`src/hdl/slsn_pkg.sv`:
```
`timescale 1ns / 1ps
// shared types, codes and helpers of the source line splice normalizer
// no dependencies; imported by every other file of the block

package slsn_pkg;

  localparam int BYTE_BITS       = 8;
  localparam int TAB_BITS        = 5;
  localparam int LINE_BITS_DEF   = 24;
  localparam int COLUMN_BITS_DEF = 16;
  localparam int PLAN_SLOTS      = 4;
  localparam int APB_ADDR_BITS   = 3;
  localparam int APB_DATA_BITS   = 32;

  // character codes
  localparam logic [BYTE_BITS-1:0] CH_NUL    = 8'h00;
  localparam logic [BYTE_BITS-1:0] CH_TAB    = 8'h09;
  localparam logic [BYTE_BITS-1:0] CH_LF     = 8'h0a;
  localparam logic [BYTE_BITS-1:0] CH_CR     = 8'h0d;
  localparam logic [BYTE_BITS-1:0] CH_BSLASH = 8'h5c;
  localparam logic [BYTE_BITS-1:0] BOM_B0    = 8'hef;
  localparam logic [BYTE_BITS-1:0] BOM_B1    = 8'hbb;
  localparam logic [BYTE_BITS-1:0] BOM_B2    = 8'hbf;

  // register indexes
  localparam logic [0:0] REG_TAB_WIDTH = 1'b0;
  localparam logic [0:0] REG_BOM_STRIP = 1'b1;

  localparam logic [TAB_BITS-1:0] TAB_WIDTH_RESET = 5'd4;

  // held byte codes
  localparam logic [1:0] HELD_NONE   = 2'd0;
  localparam logic [1:0] HELD_BSL    = 2'd1;
  localparam logic [1:0] HELD_CR     = 2'd2;
  localparam logic [1:0] HELD_BSL_CR = 2'd3;

  // result event kinds
  localparam logic [1:0] EV_CHAR  = 2'd0;
  localparam logic [1:0] EV_CR_LF = 2'd1;
  localparam logic [1:0] EV_EOF   = 2'd2;

  typedef struct packed {
    logic [TAB_BITS-1:0] tab_width;
    logic                bom_strip;
  } cfg_t;

  typedef struct packed {
    logic [1:0]           kind;
    logic [BYTE_BITS-1:0] ch;
  } event_t;

  // results that one accepted item causes, in order
  typedef struct packed {
    logic                        valid;
    logic                        pre_splice;
    logic [2:0]                  n;
    event_t [PLAN_SLOTS-1:0]     slots;
  } plan_t;

  function automatic logic [BYTE_BITS-1:0] bom_byte(input logic [1:0] idx);
    logic [BYTE_BITS-1:0] b;
    unique case (idx)
      2'd0:    b = BOM_B0;
      2'd1:    b = BOM_B1;
      2'd2:    b = BOM_B2;
      default: b = CH_NUL;
    endcase
    return b;
  endfunction

endpackage

```
`src/hdl/slsn_char_if.sv`:
```
`timescale 1ns / 1ps
// output channel of the normalizer: one character with its line and column per item
// depends on slsn_pkg

interface slsn_char_if import slsn_pkg::*; #(
  parameter int LINE_BITS   = LINE_BITS_DEF,
  parameter int COLUMN_BITS = COLUMN_BITS_DEF
);
  logic                   valid;
  logic                   ready;
  logic [BYTE_BITS-1:0]   out_char;
  logic                   is_eof;
  logic [LINE_BITS-1:0]   line_no;
  logic [COLUMN_BITS-1:0] column_no;
  logic                   last;

  modport source(output valid, out_char, is_eof, line_no, column_no, last, input ready);
  modport sink(input valid, out_char, is_eof, line_no, column_no, last, output ready);
endinterface

```
`src/hdl/slsn_emit.sv`:
```
`timescale 1ns / 1ps
// result emitter: walks the plan one result per cycle unless char_chan stalls, keeps line and column
// depends on slsn_pkg and slsn_char_if

module slsn_emit import slsn_pkg::*; #(
  parameter int LINE_BITS   = LINE_BITS_DEF,
  parameter int COLUMN_BITS = COLUMN_BITS_DEF
) (
  input  logic        clk,
  input  logic        rst,
  input  cfg_t        cfg,
  input  plan_t       plan,
  output logic        plan_done,
  slsn_char_if.source char_chan
);

  logic [LINE_BITS-1:0]   line, line_next, l1;
  logic [COLUMN_BITS-1:0] col, col_next, c1, c2;
  logic                   pend, pend_next, p1;
  logic [1:0]             idx;
  logic                   out_valid;
  logic                   room, step, empty_plan, last_slot, do_splice, is_eof;
  event_t                 cur;
  logic [TAB_BITS-1:0]    adv;
  logic [COLUMN_BITS:0]   col_sum;

  function automatic logic [LINE_BITS-1:0] sat_inc(input logic [LINE_BITS-1:0] v);
    return (v == '1) ? v : v + LINE_BITS'(1);
  endfunction

  assign cur        = plan.slots[idx];
  assign empty_plan = (plan.n == 3'd0);
  assign last_slot  = ({1'b0, idx} + 3'd1) == plan.n;
  assign room       = !out_valid || char_chan.ready;
  assign step       = plan.valid && (empty_plan || room);
  assign plan_done  = step && (empty_plan || last_slot);
  assign do_splice  = plan.pre_splice && (idx == 2'd0);
  assign is_eof     = cur.kind == EV_EOF;

  // splice first where the plan opens with one
  always_comb begin
    l1 = (do_splice && pend) ? sat_inc(line) : line;
    c1 = (do_splice && pend) ? '0 : col;
    p1 = do_splice || pend;
  end

  // then the character itself
  always_comb begin
    adv     = (cur.kind == EV_CR_LF) ? '0 :
              (cur.ch == CH_TAB)     ? cfg.tab_width : TAB_BITS'(1);
    c2      = p1 ? '0 : c1;
    col_sum = {1'b0, c2} + (COLUMN_BITS+1)'(adv);
    if (empty_plan || is_eof) begin
      line_next = l1;
      col_next  = c1;
      pend_next = p1;
    end else begin
      line_next = p1 ? sat_inc(l1) : l1;
      col_next  = col_sum[COLUMN_BITS] ? '1 : col_sum[COLUMN_BITS-1:0];
      pend_next = (cur.ch == CH_LF);
    end
  end

  always_ff @(posedge clk) begin
    if (rst) begin
      line      <= LINE_BITS'(1);
      col       <= '0;
      pend      <= 1'b0;
      idx       <= 2'd0;
      out_valid <= 1'b0;
    end else begin
      if (step) begin
        line <= line_next;
        col  <= col_next;
        pend <= pend_next;
        idx  <= plan_done ? 2'd0 : idx + 2'd1;
      end
      if (step && !empty_plan) begin
        out_valid <= 1'b1;
      end else if (char_chan.ready) begin
        out_valid <= 1'b0;
      end
    end
  end

  always_ff @(posedge clk) begin
    if (step && !empty_plan) begin
      char_chan.out_char  <= cur.ch;
      char_chan.is_eof    <= is_eof;
      char_chan.line_no   <= line_next;
      char_chan.column_no <= col_next;
      char_chan.last      <= last_slot;
    end
  end

  assign char_chan.valid = out_valid;

  a_idx_in_plan: assert property (@(posedge clk) disable iff (rst)
    (plan.valid && !empty_plan) |-> ({1'b0, idx} < plan.n))
    else $error("slot index past plan count");
  a_line_monotonic: assert property (@(posedge clk) disable iff (rst)
    1'b1 |=> (line >= $past(line)))
    else $error("line count went down");
  a_eof_is_last: assert property (@(posedge clk) disable iff (rst)
    (out_valid && char_chan.is_eof) |-> char_chan.last)
    else $error("end result not final for its item");

endmodule

```
`src/flat_wrapper.sv`:
```
// flat-port wrapper written by rule: the top's interface ports become plain ports
module slsn_emit_flat import slsn_pkg::*;
#(
  parameter int LINE_BITS   = LINE_BITS_DEF,
  parameter int COLUMN_BITS = COLUMN_BITS_DEF
)
  (clk, rst, cfg, plan, plan_done, char_chan_valid, char_chan_out_char, char_chan_is_eof, char_chan_line_no, char_chan_column_no, char_chan_last, char_chan_ready);
  slsn_char_if #(.LINE_BITS(LINE_BITS), .COLUMN_BITS(COLUMN_BITS)) char_chan_i ();
  input  logic clk;
  input  logic rst;
  input  cfg_t cfg;
  input  plan_t plan;
  output logic plan_done;
  output wire logic [$bits(char_chan_i.valid)-1:0] char_chan_valid;
  output wire logic [$bits(char_chan_i.out_char)-1:0] char_chan_out_char;
  output wire logic [$bits(char_chan_i.is_eof)-1:0] char_chan_is_eof;
  output wire logic [$bits(char_chan_i.line_no)-1:0] char_chan_line_no;
  output wire logic [$bits(char_chan_i.column_no)-1:0] char_chan_column_no;
  output wire logic [$bits(char_chan_i.last)-1:0] char_chan_last;
  input wire logic [$bits(char_chan_i.ready)-1:0] char_chan_ready;
  assign char_chan_valid = char_chan_i.valid;
  assign char_chan_out_char = char_chan_i.out_char;
  assign char_chan_is_eof = char_chan_i.is_eof;
  assign char_chan_line_no = char_chan_i.line_no;
  assign char_chan_column_no = char_chan_i.column_no;
  assign char_chan_last = char_chan_i.last;
  assign char_chan_i.ready = char_chan_ready;
  slsn_emit #(.LINE_BITS(LINE_BITS), .COLUMN_BITS(COLUMN_BITS)) u_core (.clk(clk), .rst(rst), .cfg(cfg), .plan(plan), .plan_done(plan_done), .char_chan(char_chan_i));
endmodule
```
`config.mk`:
```
export PLATFORM = sky130hd
export DESIGN_NAME = slsn_emit_flat
export DESIGN_NICKNAME = d
export VERILOG_FILES = /design/src/hdl/slsn_pkg.sv /design/src/hdl/slsn_char_if.sv /design/src/hdl/slsn_emit.sv /design/src/flat_wrapper.sv
export SDC_FILE = /design/constraint.sdc
export NUM_CORES = 1
export LEC_CHECK = 0
export BUFFER_PORTS_ARGS = -buffer_cell sky130_fd_sc_hd__buf_2
export CORE_UTILIZATION = 57
export CTS_CLUSTER_DIAMETER = 60
export DETAILED_ROUTE_END_ITERATION = 7
export GPL_ROUTABILITY_DRIVEN = 0
export PLACE_DENSITY = 0.81
export SETUP_SLACK_MARGIN = 0.5
export SKIP_LAST_GASP = 1
export SYNTH_ARGS = -nofsm -noshare
export SYNTH_HDL_FRONTEND = slang
export SYNTH_SLANG_ARGS = --single-unit
```
`constraint.sdc`:
```
create_clock -name clk -period 5.17 [get_ports clk]
set_clock_uncertainty 0.05 [all_clocks]
set_input_delay 1.2925 -clock clk [delete_from_list [all_inputs] [get_ports clk]]
set_output_delay 1.2925 -clock clk [all_outputs]
set_load 0.01 [all_outputs]
```
==> reports/qor.yml <==
crit_chain: "ha_1, and3_1, nand4_4, o21ai_2, nand2_1, nand2_1, ha_1, nand2_1, mux2_4, a21oi_2, and4_2, a2111oi_0, a2111oi_2, a21oi_1"
slowest_delay_ns: 0.51
drt_wl_total_um: 16300
min_period_ns: 4.43
synth_top_area_share: 0.244
maxCapViolCount: 0
post-route-period-util: 0.857
slew_viol_final: 0
p_sw_mw: 0.485
grt_max_degree: 42
crit_path_frequent_cell: "nand2_1"
setup_viol: 0
cts_root_buf: "clkbuf_8"
grt_util_met1: 0.385
io_pins: 106
vias: 5894
power.density_nw_per_um2: 246
grt_first_pass_wirelength_um: 26500
initial_core_util: 0.592
critPathCaptureType: "flip-flop"
arrival_ns: 4.49
timing.hold.ws_ns: 0.425
pwr-share-seq: 0.504
clk_latency_ns: 0.38
synth.distinct_cells: 81
clock-sinks: 94
cts_tree: "built"
drive_gt1_frac: 0.238
cp.required_ns: 5.23
grt_pass1_vias: 5466
p_leak_nw: 2.62
layout_commonest_cell: "buf_2"
seq_area_frac_synth: 0.388
placed_cell_area_sq_um: 6770
path_buf_inv: 0
grt.busiest_layer: "met2"
max_slew.worst_pin.slew_ns: 1.12
vias_per_cell: 6.58
route.detailed.drc: 0
ys_top_cells_by_area: "edfxtp_1, dfxtp_1, xnor2_1"
ys_ff_latch: 94
postCtsSetupRepairBufs: 0
combPwrFrac: 0.180
drt-wirelength-per-cell_um: 18.2
postLayoutCoreUtil: 0.676
start_kind: "flip-flop"
path_max_fanout: 9
multi_input_area_sq_um: 3530
cts_max_path_buffers: 2
cp_slowest_cell: "dfxtp_1"
drt_first_pass_iters: 6
cp-startpoint: "u_core.line[0]$_SDFFE_PP1P_"
async_reset_ff_frac: 0
synthesis.area_sq_um: 6140
avgSynthCellArea_sq_um: 9.18
irDropWorstVdd_uv: 165
final_cell_mix: "buf_2, nor2_1, nand2_1"
gr-usage-met3: 0.0513
fin_tns_setup_ns: 0
dp.cells: 880
grt_antenna_before_repair: 0
critical-path-top-delay-family: "simple AND/OR/NAND/NOR gates"
synth_ff_type: "edfxtp_1"
core_area_sq_um: 10400
clk_pin_slew_ns: 0.09
swShare: 0.282
rsz0062_at_grt: "no"
port_buffers: 104
pwr-share-clk: 0.317
ant_nets: 0
die_area_sq_um: 11200
track_usage: 0.301
synth_top_area_cell: "edfxtp_1"
finalNetCount: 819
stdcell_count: 896
antenna_cells: 0
htree_levels: 3
reg2reg_from: "u_core.line[0]$_SDFFE_PP1P_"
hold_class: "reg -> reg"
grt.met2_usage: 0.486
synth_cells: 669
cts_buffers: 9
hold_viol_final: 0
power.internal_mw: 1.24
fin_area_sq_um: 7010
yosysWarnings: 0
max-slew-margin-rel: 0.256
rows: 37
fmax_mhz: 226
fp.dieW_um: 106
die_y_um: 106
synth_edf_count: 50
dp_hpwl_um: 11600
status: "complete, no violations"
path_class: "reg -> reg"
hold_start: "u_core.col[13]$_SDFFE_PP0P_"
grt_overflow: 0
num-fill-cells: 854
drt_iter0_drc: 557
syn-num-nets: 733
area_delta_synth_final_pct: 14.1
ff_latch_area_sq_um: 2380
==> through the flow <==
step	power [mW]	worst slack, ns
floorplan	1.08	0.652
global placement	1.18	0.224
detailed placement	1.19	0.168
CTS	1.73	0.541
global route	1.79	0.523
finish	1.72	0.740
==> worst reg2reg max path, delay by kind of cell, from the launching register on <==
kind	cells	cell delay [ns]
muxes	1	0.30
and+or+nand+nor	6	1.43
AOI/OAI and AO/OA	5	1.29
DFF	1	0.51
adders and majority gates	2	0.57
==> synth_stat cells (all sizes together), types with 7 or more instances <==
library cell   n
nor2          64
mux4          10
nand2b        10
o211a          7
and4           8
edfxtp        50
o21ai         26
and3          12
dfxtp         44
a31oi         11
and2          14
a21oi         45
inv           17
nor3          28
o311ai         8
nand2         58
nand3         28
clkbuf        29
buf           15
ha             9
nand4         21
xor2          15
or3           11
xnor2         30
==> state kept, by name, summed over array words and instances, names as in the netlist <==
signal and flops:
u_core.char_chan.line_no 24, u_core.line 24, u_core.char_chan.column_no 16, u_core.col 16, u_core.char_chan.out_char 8, u_core.idx 2
u_core.char_chan.is_eof 1, u_core.char_chan.last 1, u_core.char_chan.valid 1, u_core.pend 1
==> power groups by stage <==
stage                     clock, mW  sequential (mW)  combinational (mW)
after floorplan                   0            0.892               0.186
after global routing          0.585            0.871               0.335
final                         0.545            0.867               0.309
after global placement            0            0.881               0.295
after detailed placement          0            0.883               0.304
after CTS                     0.556            0.866               0.306
==> metal layers <==
layer / vias to the layer above / share of wire
met2: 370 / 0.48
li1: 2681 / -
met5: - / 0
met1: 2766 / 0.39
met4: 0 / 0.041
met3: 77 / 0.087
==> repair_timing <==
| action | CTS | global route |
|---|---|---|
| hold buffers | 0 | 0 |
| gates resized for setup | 0 | 7 |
| setup endpoints to repair | 0 | 32 |
| hold endpoints to repair | 0 | 0 |
==> cell type report <==
cell class | instances | share of cell area
Multi-Input combinational cell | 514 | 0.504
Sequential cell | 94 | 0.340
Timing Repair Buffer | 119 | 0.0922
Tap cell | 136 | 0.0243
Inverter | 17 | 0.00911
Clock buffer | 11 | 0.0188
Clock inverter | 5 | 0.0118
==> path summary, 6_finish.rpt <==
check                                                             end  slack [ns]  cells after the start
worst max register to register  u_core.char_chan.line_no[3]$_DFFE_PP_        0.74                     14
worst max-delay path            u_core.char_chan.line_no[3]$_DFFE_PP_        0.74                     14
worst min-delay path                      u_core.col[13]$_SDFFE_PP0P_        0.43                      2
worst min register to register            u_core.col[13]$_SDFFE_PP0P_        0.43                      2
==> logic make-up (layout without fill, tap and decap cells) <==
group	Yosys count	in the layout	synth area share
buffers and inverters	61	152	0.0420
multiplexers	14	14	0.0444
XOR/XNOR	46	46	0.0721
AO/OA/AOI/OAI	159	159	0.183
flip-flops	94	94	0.388
adder cells (fa/ha/maj)	10	10	0.0216
AND/OR/NAND/NOR	285	285	0.249
No activity file was read; power rests on OpenSTA's default activity.
