`src/hdl/slsn_pkg.sv`:
```
`timescale 1ns / 1ps
// shared types, codes and helpers of the source line splice normalizer
// no dependencies; imported by every other file of the block

package slsn_pkg;

  localparam int BYTE_BITS       = 8;
  localparam int TAB_BITS        = 5;
  localparam int LINE_BITS_DEF   = 24;
  localparam int COLUMN_BITS_DEF = 16;
  localparam int PLAN_SLOTS      = 4;
  localparam int APB_ADDR_BITS   = 3;
  localparam int APB_DATA_BITS   = 32;

  // character codes
  localparam logic [BYTE_BITS-1:0] CH_NUL    = 8'h00;
  localparam logic [BYTE_BITS-1:0] CH_TAB    = 8'h09;
  localparam logic [BYTE_BITS-1:0] CH_LF     = 8'h0a;
  localparam logic [BYTE_BITS-1:0] CH_CR     = 8'h0d;
  localparam logic [BYTE_BITS-1:0] CH_BSLASH = 8'h5c;
  localparam logic [BYTE_BITS-1:0] BOM_B0    = 8'hef;
  localparam logic [BYTE_BITS-1:0] BOM_B1    = 8'hbb;
  localparam logic [BYTE_BITS-1:0] BOM_B2    = 8'hbf;

  // register indexes
  localparam logic [0:0] REG_TAB_WIDTH = 1'b0;
  localparam logic [0:0] REG_BOM_STRIP = 1'b1;

  localparam logic [TAB_BITS-1:0] TAB_WIDTH_RESET = 5'd4;

  // held byte codes
  localparam logic [1:0] HELD_NONE   = 2'd0;
  localparam logic [1:0] HELD_BSL    = 2'd1;
  localparam logic [1:0] HELD_CR     = 2'd2;
  localparam logic [1:0] HELD_BSL_CR = 2'd3;

  // result event kinds
  localparam logic [1:0] EV_CHAR  = 2'd0;
  localparam logic [1:0] EV_CR_LF = 2'd1;
  localparam logic [1:0] EV_EOF   = 2'd2;

  typedef struct packed {
    logic [TAB_BITS-1:0] tab_width;
    logic                bom_strip;
  } cfg_t;

  typedef struct packed {
    logic [1:0]           kind;
    logic [BYTE_BITS-1:0] ch;
  } event_t;

  // results that one accepted item causes, in order
  typedef struct packed {
    logic                        valid;
    logic                        pre_splice;
    logic [2:0]                  n;
    event_t [PLAN_SLOTS-1:0]     slots;
  } plan_t;

  function automatic logic [BYTE_BITS-1:0] bom_byte(input logic [1:0] idx);
    logic [BYTE_BITS-1:0] b;
    unique case (idx)
      2'd0:    b = BOM_B0;
      2'd1:    b = BOM_B1;
      2'd2:    b = BOM_B2;
      default: b = CH_NUL;
    endcase
    return b;
  endfunction

endpackage

```
`src/hdl/slsn_cfg.sv`:
```
`timescale 1ns / 1ps
// apb register file: tab width and byte order mark switch
// depends on slsn_pkg

module slsn_cfg import slsn_pkg::*; (
  input  logic                     clk,
  input  logic                     rst,
  input  logic                     psel,
  input  logic                     penable,
  input  logic                     pwrite,
  input  logic [APB_ADDR_BITS-1:0] paddr,
  input  logic [APB_DATA_BITS-1:0] pwdata,
  output logic [APB_DATA_BITS-1:0] prdata,
  output logic                     pready,
  output cfg_t                     cfg
);

  logic [0:0] reg_sel;
  logic       wr;

  assign reg_sel = paddr[APB_ADDR_BITS-1:2];
  assign wr      = psel && penable && pwrite;
  assign pready  = 1'b1;

  always_ff @(posedge clk) begin
    if (rst) begin
      cfg.tab_width <= TAB_WIDTH_RESET;
      cfg.bom_strip <= 1'b1;
    end else if (wr) begin
      unique case (reg_sel)
        REG_TAB_WIDTH: cfg.tab_width <= pwdata[TAB_BITS-1:0];
        REG_BOM_STRIP: cfg.bom_strip <= pwdata[0];
      endcase
    end
  end

  always_comb begin
    unique case (reg_sel)
      REG_TAB_WIDTH: prdata = {{(APB_DATA_BITS-TAB_BITS){1'b0}}, cfg.tab_width};
      REG_BOM_STRIP: prdata = {{(APB_DATA_BITS-1){1'b0}}, cfg.bom_strip};
    endcase
  end

endmodule

```
`config.mk`:
```
export PLATFORM = sky130hd
export DESIGN_NAME = slsn_cfg
export DESIGN_NICKNAME = d
export VERILOG_FILES = /design/src/hdl/slsn_pkg.sv /design/src/hdl/slsn_cfg.sv
export SDC_FILE = /design/constraint.sdc
export NUM_CORES = 1
export LEC_CHECK = 0
export BUFFER_PORTS_ARGS = -buffer_cell sky130_fd_sc_hd__buf_2
export CORE_ASPECT_RATIO = 0.8
export CORE_MARGIN = 2
export CORE_UTILIZATION = 31
export CTS_CLUSTER_SIZE = 16
export DETAILED_ROUTE_END_ITERATION = 12
export GPL_ROUTABILITY_DRIVEN = 0
export PLACE_DENSITY = 0.9
export SYNTH_ARGS = -nofsm -noshare
export SYNTH_HDL_FRONTEND = slang
export SYNTH_SLANG_ARGS = --single-unit
```
`constraint.sdc`:
```
create_clock -name clk -period 1.5 [get_ports clk]
set_input_delay 0.3 -clock clk [delete_from_list [all_inputs] [get_ports clk]]
set_output_delay 0.3 -clock clk [all_outputs]
set_load 0.005 [all_outputs]
```
==> results of run 1 <==
-- metrics by stage --
step	util (%)	total power (W)	setup WS, ps
floorplan	-	0.0002608	585.7
global placement	33.54	0.0002307	279.6
detailed placement	33.54	0.0002325	269.2
CTS	34.92	0.0003815	235.4
global route	34.92	0.0004036	206.0
finish	34.92	0.0003730	256.8
-- worst max-delay path: stages (launching register included) --
cell	delay, ps
dfxtp_1	310
mux2_2	260
buf_2	130
-- routing by layer --
layer	vias up	share of wire (%)	GRT usage [%]
li1	184	-	-
met1	173	34	6.823
met2	21	55	18.75
met3	0	11	7.500
met4	0	0	2.027
met5	-	0	0
-- logic make-up (layout without fill, tap and decap cells) --
group / count (synthesis) / in the layout / share of synthesized area (%)
buf+inv: 30 / 24 / 41.67
simple gates: 18 / 18 / 21.53
mux: 7 / 7 / 13.19
flops: 6 / 6 / 22.22
other cells: 2 / 28 / 1.389
-- power groups by stage --
stage          clock (W)  combinational (W)  sequential, W
6_report        0.000143          0.0000639       0.000166
5_1_grt         0.000162          0.0000746       0.000167
4_1_cts         0.000152          0.0000636       0.000166
3_5_place_dp           0          0.0000634       0.000169
3_3_place_gp           0          0.0000620       0.000169
2_1_floorplan          0          0.0000919       0.000169
-- cells in the final DEF (no fill, tap or decap) --
cell type / count
nor2_1: 4
conb_1: 28
nand4_1: 1
and2b_2: 4
nand2b_1: 8
mux2i_1: 6
clkbuf_4: 3
buf_2: 21
and4b_1: 1
dfxtp_1: 6
mux2_2: 1
-- final cells by class --
cell class	instances	area, um^2
Fill cell	189	1059
Sequential cell	6	120.1
Tap cell	22	27.53
Clock buffer	3	22.52
Timing Repair Buffer	21	105.1
Multi-Input combinational cell	53	292.8
-- worst max path at each step --
stage / slack [ps] / from / end / cells past startpoint
floorplan: 590 / paddr[2] / prdata[0] / 1
global placement: 280 / paddr[2] / prdata[0] / 3
detailed placement: 270 / paddr[2] / prdata[0] / 3
CTS: 240 / cfg[0] / prdata[0] / 2
global route: 210 / cfg[0] / prdata[0] / 2
finish: 260 / cfg[0] / prdata[0] / 2
==> metrics.csv, run 1 <==
metric,value,unit
fmax,804.4,MHz
TritonCTS clock tree,yes,
Avg WL per Cell,8.076,um
Fin. Hold Viols,0,
clk slew on worst S/H paths,40,ps
I/O Buffers,21,
synth cell count leaders,"buf_4, nand2b_1, dfxtp_1, mux2i_1",
total grt overflow,0,
antenna violations before repair,0,
GRT Util Overall,9.135,%
Final Cell Area,568.0,um^2
H-tree levels,1,
Clock Skews,0,ps
HPWL Detailed,742.1,um
PostCTS Resize Cnt,0,
"FF+latch count, synth",6,
root buffer cell,clkbuf_4,
Post-route DRC,0,
min-delay src,pwdata[3],
starting density of the core,33.23,%
hold_ws,324.4,ps
Max VDD drop,0.4698,mV
worst r2r path cells,2,
Internal,0.0002817,W
largest net degree at the start of global routing,13,
clock group share of total power,38.3,%
Startpoint Class,register,
Via-to-Cell Ratio,3.600,
CP Max Fanout,3,
switching power,0.00009136,W
number of detailed-routing iterations run before antenna repair,3,
vias in the first global route,313,
max FFs per register,6,
RSZ-0062 raised after global routing,false,
layout cell share with drive strength beyond 1,34.94,%
"Req. time, crit path",1200,ps
Comb pwr share,17.1,%
cts bufs inserted,3,
Ports,79,
first-pass GRT wire length,1.290,mm
critical path class,reg -> out,
Post-DRT Antenna Nets,0,
leak pwr,0.3179,nW
hold depth,3,
WHS Endpoint,cfg[4],
post-synth top area share,38.89,%
Sw Ratio,24.49,%
Non-Filler Instances,105,
Ant. Diodes,0,
Die ar.,0.002096,mm^2
final setup violating endpoints,0,
register area share after synthesis,22.22,%
final slew viol count,0,
Synth area leader,buf_4,
area growth from synthesis to layout,5.093,%
Top Registers,cfg x6,
Final min period,1243,ps
most instantiated library cell after synthesis,buf_4,
clk_lat worst skew,240,ps
Synth Flop Type,dfxtp_1,
Die X,50.69,um
drt total wl,848,um
post-synthesis area per instance,8.580,um^2
Cells after DPL,102,
Tcrit/Tclk final,82.88,%
# rows,13,
core area,0.001627,mm^2
Worst Path Arrival,940,ps
DR vias,378,
max capacitance violation total,0,
fraction of registers with async set/reset,0,%
post-CTS setup buffers,0,
post-synth cell types,12,
Setup crit end kind,primary output,
HP Class,in -> reg,
DR iter-0 viols,3,
Die Ht,41.35,um
Syn Std Cell Area,540.5,um^2
DP Area,545.5,um^2
Hold Buf Count CTS,0,
setup TNS,0,ps
Worst R2R Start,cfg[5],
clock buffer depth,2,
fin nets,125,
Post-Syn Instances,63,
largest register by flop count,cfg,
CTS Sinks,6,
Post-synth EDFFs,0,
ranking of synthesized cells by area,"buf_4, dfxtp_1, mux2i_1, nand2b_1, and2b_2",
Seq pwr share,44.5,%
Ys Warns,0,
run status,completed,
power density cells,656.7,mW/mm^2
reg2reg setup slack,880,ps
RR Endpoint,cfg[5],
Note: power is estimated with default switching activity, not from simulation.
==> run 2: changes to the inputs <==
- CORE_UTILIZATION: 31 -> 26
- PLACE_DENSITY: 0.9 -> 0.82
- clock period: 1.5 -> 1.1 ns (I/O delays scaled with it)
==> metrics.csv, run 2 (same netlist as run 1, synthesis figures left out) <==
metric,value,unit,change
"commonest non-fill, non-tap cells in the layout","conb_1, buf_2, nand2b_1, mux2i_1, dfxtp_2",,
Final min period,1147,ps,
setup TNS,-46.65,ps,-46.65 ps
run status,"finished, violations left",,
"Req. time, crit path",880,ps,-320 ps
Max VDD drop,0.3255,mV,-31%
Fill cells,208,,+10%
I/O Buffers,21,,unchanged
Clock Skews,0,ps,unchanged
Fin. Hold Viols,0,,unchanged
Post-DRT Antenna Nets,0,,unchanged
"most common cell after layout, fill and taps aside",conb_1,,
min-delay src,pwdata[4],,
Tcrit/Tclk final,104.2,%,
leak pwr,0.3505,nW,+10%
Top Registers,cfg x6,,
Worst R2R Start,cfg[0],,
drt total wl,990,um,+17%
Setup crit start,cfg[0],,
Cells after DPL,105,,+2.9%
Final Cell Area,646.9,um^2,+14%
# rows,14,,+1
Setup crit end kind,primary output,,
largest net degree at the start of global routing,13,,unchanged
GRT Util Overall,8.773,%,-0.36 points
Worst Slack Setup Final,-46.65,ps,-303.5 ps
critical path class,reg -> out,,
largest register by flop count,cfg,,
core area,0.001927,mm^2,+18%
Post-route DRC,0,,unchanged
final slew viol count,0,,unchanged
number of detailed-routing iterations run before antenna repair,4,,+1
DR iter-0 viols,2,,-1
vias in the first global route,325,,+3.8%
cts bufs inserted,3,,unchanged
Hold Buf Count CTS,0,,unchanged
power density cells,818.1,mW/mm^2,+25%
clock buffer depth,2,,unchanged
root buffer cell,clkbuf_4,,
Startpoint Class,register,,
Via-to-Cell Ratio,3.563,,-1.0%
layout cell share with drive strength beyond 1,45.45,%,+11 points
max capacitance violation total,0,,unchanged
first-pass GRT wire length,1.428,mm,+11%
area growth from synthesis to layout,19.68,%,
Die Ht,44.78,um,+8.3%
Non-Filler Instances,112,,+6.7%
CP Max Fanout,2,,-1
clk slew on worst S/H paths,50,ps,about the same
Avg WL per Cell,8.839,um,+9.4%
DR vias,399,,+5.6%
fmax,872.1,MHz,
HP Class,in -> reg,,
H-tree levels,1,,unchanged
CTS Sinks,6,,unchanged
Ports,79,,unchanged
Worst Path Arrival,930,ps,about the same
Die X,54.98,um,+8.5%
failing checks,setup timing,,
max FFs per register,6,,unchanged
TritonCTS clock tree,yes,,
Multi-input gate area,292.8,um^2,unchanged
clk_lat worst skew,240,ps,about the same
HPWL Detailed,835.1,um,+13%
fin nets,130,,+4.0%
Ant. Diodes,0,,unchanged
final setup violating endpoints,1,,+1
Die ar.,0.002462,mm^2,+17%
total grt overflow,0,,unchanged
starting density of the core,28.05,%,-5.2 points
RSZ-0062 raised after global routing,true,,
antenna violations before repair,0,,unchanged
register area,127.6,um^2,+6.2%
DP Area,568.0,um^2,+4.1%
-- run 2: final timing paths --
check / endpoint / slack (ps) / depth (start not counted)
hold reg to reg: cfg[2] / 480 / 2
setup / recovery: prdata[0] / -50 / 2
hold / removal: cfg[5] / 240 / 3
setup reg to reg: cfg[0] / 370 / 3
-- run 2: report_power, final --
| part | internal (W) | switching [W] | leakage, nW |
|---|---|---|---|
| registers | 0.000224 | 0.00000263 | 0.0496 |
| clock network | 0.000123 | 0.0000760 | 0.0138 |
| logic | 0.0000500 | 0.0000535 | 0.287 |
| total | 0.000397 | 0.000132 | 0.351 |
-- run 2: cell type report --
cell class | count | share of cell area, %
clock buffer | 3 | 3.482
multi-input combinational | 53 | 45.26
sequential | 6 | 19.73
tap | 24 | 4.642
timing repair buffer | 26 | 26.89
-- run 2: per-layer routing --
layer	vias up	GRT usage (%)	routed length (um)
met5	-	0	0
met4	0	5.854	0
met3	0	3.974	80
met2	20	15.71	591
met1	185	7.755	318
li1	194	-	-
-- run 2: worst max-delay path, cell delays in order, from the launching register on --
cell	delay, ps
dfxtp_2	310
mux2_2	250
buf_2	120
-- run 2: per-stage QoR --
| stage | total power, W | worst slack (ps) | hold WS (ps) | util (%) |
|---|---|---|---|---|
| detailed placement | 0.0003260 | -20.05 | 481.7 | 29.48 |
| global placement | 0.0003236 | 10.51 | 470.3 | 29.48 |
| global route | 0.0005718 | -97.75 | 241.5 | 33.57 |
| floorplan | 0.0003557 | 298.3 | 374.7 | - |
| CTS | 0.0005397 | -70.43 | 230.5 | 31.62 |
| finish | 0.0005292 | -46.65 | 237.6 | 33.57 |
-- run 2: repair_timing --
action,CTS,global route
hold endpoints to repair,0,0
setup endpoints to repair,2,5
buffers inserted,2,2
resized for setup,3,6
==> run 3: changes to the inputs <==
--- a/config.mk
+++ b/config.mk
@@ -8,10 +8,11 @@
 export BUFFER_PORTS_ARGS = -buffer_cell sky130_fd_sc_hd__buf_2
 export CORE_ASPECT_RATIO = 0.8
-export CORE_MARGIN = 2
-export CORE_UTILIZATION = 26
+export CORE_MARGIN = 4
+export CORE_UTILIZATION = 27
+export CTS_BUF_LIST = sky130_fd_sc_hd__clkbuf_4 sky130_fd_sc_hd__clkbuf_8
 export CTS_CLUSTER_SIZE = 16
 export DETAILED_ROUTE_END_ITERATION = 12
 export GPL_ROUTABILITY_DRIVEN = 0
-export PLACE_DENSITY = 0.82
+export PLACE_DENSITY = 0.84
 export SYNTH_ARGS = -nofsm -noshare
 export SYNTH_HDL_FRONTEND = slang
==> constraint.sdc (replaced) <==
create_clock -name clk -period 1.1 [get_ports clk]
set_input_delay 0.22 -clock clk [delete_from_list [all_inputs] [get_ports clk]]
set_output_delay 0.22 -clock clk [all_outputs]
set_load 0.05 [all_outputs]
==> metrics.csv, run 3 (same netlist as run 1, synthesis figures left out) <==
metric,value,unit,change
antenna violations before repair,0,,unchanged
Hold Buf Count CTS,0,,unchanged
switching power,0.0003519,W,+170%
final core occ,34.33,%,+0.75 points
Worst Slack Setup Final,-99.33,ps,-52.68 ps
fin nets,128,,-1.5%
vias in the first global route,295,,-9.2%
Sw Ratio,46.76,%,+22 points
"Req. time, crit path",880,ps,about the same
clock group share of total power,25.6,%,-12 points
number of detailed-routing iterations run before antenna repair,2,,-2
HPWL Detailed,867.7,um,+3.9%
# rows,14,,unchanged
clk slew on worst S/H paths,40,ps,about the same
final slew viol count,0,,unchanged
power density cells,1159,mW/mm^2,+42%
H-tree levels,1,,unchanged
DR vias,380,,-4.8%
final setup violating endpoints,5,,+4
starting density of the core,28.57,%,+0.52 points
CTS Sinks,6,,unchanged
Post-route DRC,0,,unchanged
Final min period,1199,ps,+52.68 ps
Tcrit/Tclk final,109.0,%,+4.8 points
failing checks,setup timing,,
Max VDD drop,0.3326,mV,+2.2%
Seq pwr share,30.2,%,-13 points
"most common cell after layout, fill and taps aside",conb_1,,
Via-to-Cell Ratio,3.455,,-3.0%
GRT Util Overall,6.961,%,-1.8 points
clock buffer depth,2,,unchanged
critical path class,reg -> out,,
root buffer cell,clkbuf_4,,
fmax,833.8,MHz,-4.4%
Clock Skews,0,ps,unchanged
largest net degree at the start of global routing,13,,unchanged
CP Max Fanout,2,,unchanged
Fin. Hold Viols,0,,unchanged
RSZ-0062 raised after global routing,true,,
TritonCTS clock tree,yes,,
Post-DRT Antenna Nets,0,,unchanged
Setup crit end kind,primary output,,
Die Ht,48.02,um,+7.2%
Worst Path Arrival,980,ps,+50 ps
Ant. Diodes,0,,unchanged
Die ar.,0.002786,mm^2,+13%
Top Registers,cfg x6,,
layout cell share with drive strength beyond 1,44.19,%,-1.3 points
Startpoint Class,register,,
Avg WL per Cell,9.555,um,+8.1%
HP Class,in -> reg,,
area growth from synthesis to layout,20.14,%,
Internal,0.0004006,W,+0.92%
"commonest non-fill, non-tap cells in the layout","conb_1, buf_2, nand2b_1, mux2i_1, dfxtp_2",,
max capacitance violation total,0,,unchanged
DR iter-0 viols,1,,-1
I/O Buffers,21,,unchanged
first-pass GRT wire length,1.373,mm,-3.9%
Comb pwr share,44.2,%,+25 points
max FFs per register,6,,unchanged
drt total wl,1.051,mm,+6.2%
setup TNS,-136.6,ps,-89.95 ps
leak pwr,0.3485,nW,-0.58%
Ports,79,,unchanged
run status,"finished, violations left",,
core area,0.001892,mm^2,-1.8%
largest register by flop count,cfg,,
Die X,58.03,um,+5.5%
cts bufs inserted,3,,unchanged
clk_lat worst skew,230,ps,about the same
total grt overflow,0,,unchanged
-- run 3: final timing paths --
| path | slack, ps | endpoint | startpoint | cells past startpoint |
|---|---|---|---|---|
| worst max-delay path | -100 | prdata[0] | cfg[1] | 2 |
| worst min register to register | 470 | cfg[2] | cfg[2] | 2 |
| worst max register to register | 420 | cfg[1] | cfg[1] | 3 |
| worst min-delay path | 240 | cfg[4] | pwdata[3] | 3 |
-- run 3: repair_timing --
| item | 4_1_cts | 5_1_grt |
|---|---|---|
| endpoints found under the setup margin | 5 | 6 |
| pin swaps | 0 | 0 |
| setup buffers | 1 | 1 |
| gates resized for setup | 13 | 2 |
-- run 3: worst max-delay path: stages (launching register included) --
cell	delay, ps
dfxtp_2	310
mux2_4	280
buf_8	150
-- run 3: area by class of cell --
| type | count | area (um^2) |
|---|---|---|
| clock buffer | 3 | 22.52 |
| fill | 210 | 1242 |
| multi-input combinational | 53 | 296.5 |
| sequential | 6 | 127.6 |
| tap | 24 | 30.03 |
| timing repair buffer | 24 | 172.7 |
-- run 3: metal layers --
layer  wire length [um]  track usage (%)
met1                358            7.378
met2                564            12.39
met5                  0                0
met3                129            3.235
met4                  0            2.778
-- run 3: stage by stage --
stage / setup WS (ps) / hold WS (ps) / cells / power (W) / instance area (um^2)
floorplan: 22.49 / 367.2 / 89 / 0.0005868 / 645.6
global placement: -52.55 / 462.0 / 105 / 0.0005413 / 563.0
detailed placement: -66.91 / 471.8 / 105 / 0.0005442 / 563.0
CTS: -103.5 / 243.6 / 109 / 0.0007582 / 634.4
global route: -127.9 / 253.5 / 110 / 0.0007901 / 649.4
finish: -99.33 / 240.1 / 110 / 0.0007526 / 649.4
-- run 3: power groups by stage --
stage / Sequential [W] / Clock [W] / Combinational, W
after detailed placement: 0.000231 / 0 / 0.000313
after global placement: 0.000231 / 0 / 0.000310
after floorplan: 0.000248 / 0 / 0.000339
final: 0.000227 / 0.000193 / 0.000333
after CTS: 0.000227 / 0.000203 / 0.000329
after global routing: 0.000227 / 0.000216 / 0.000347
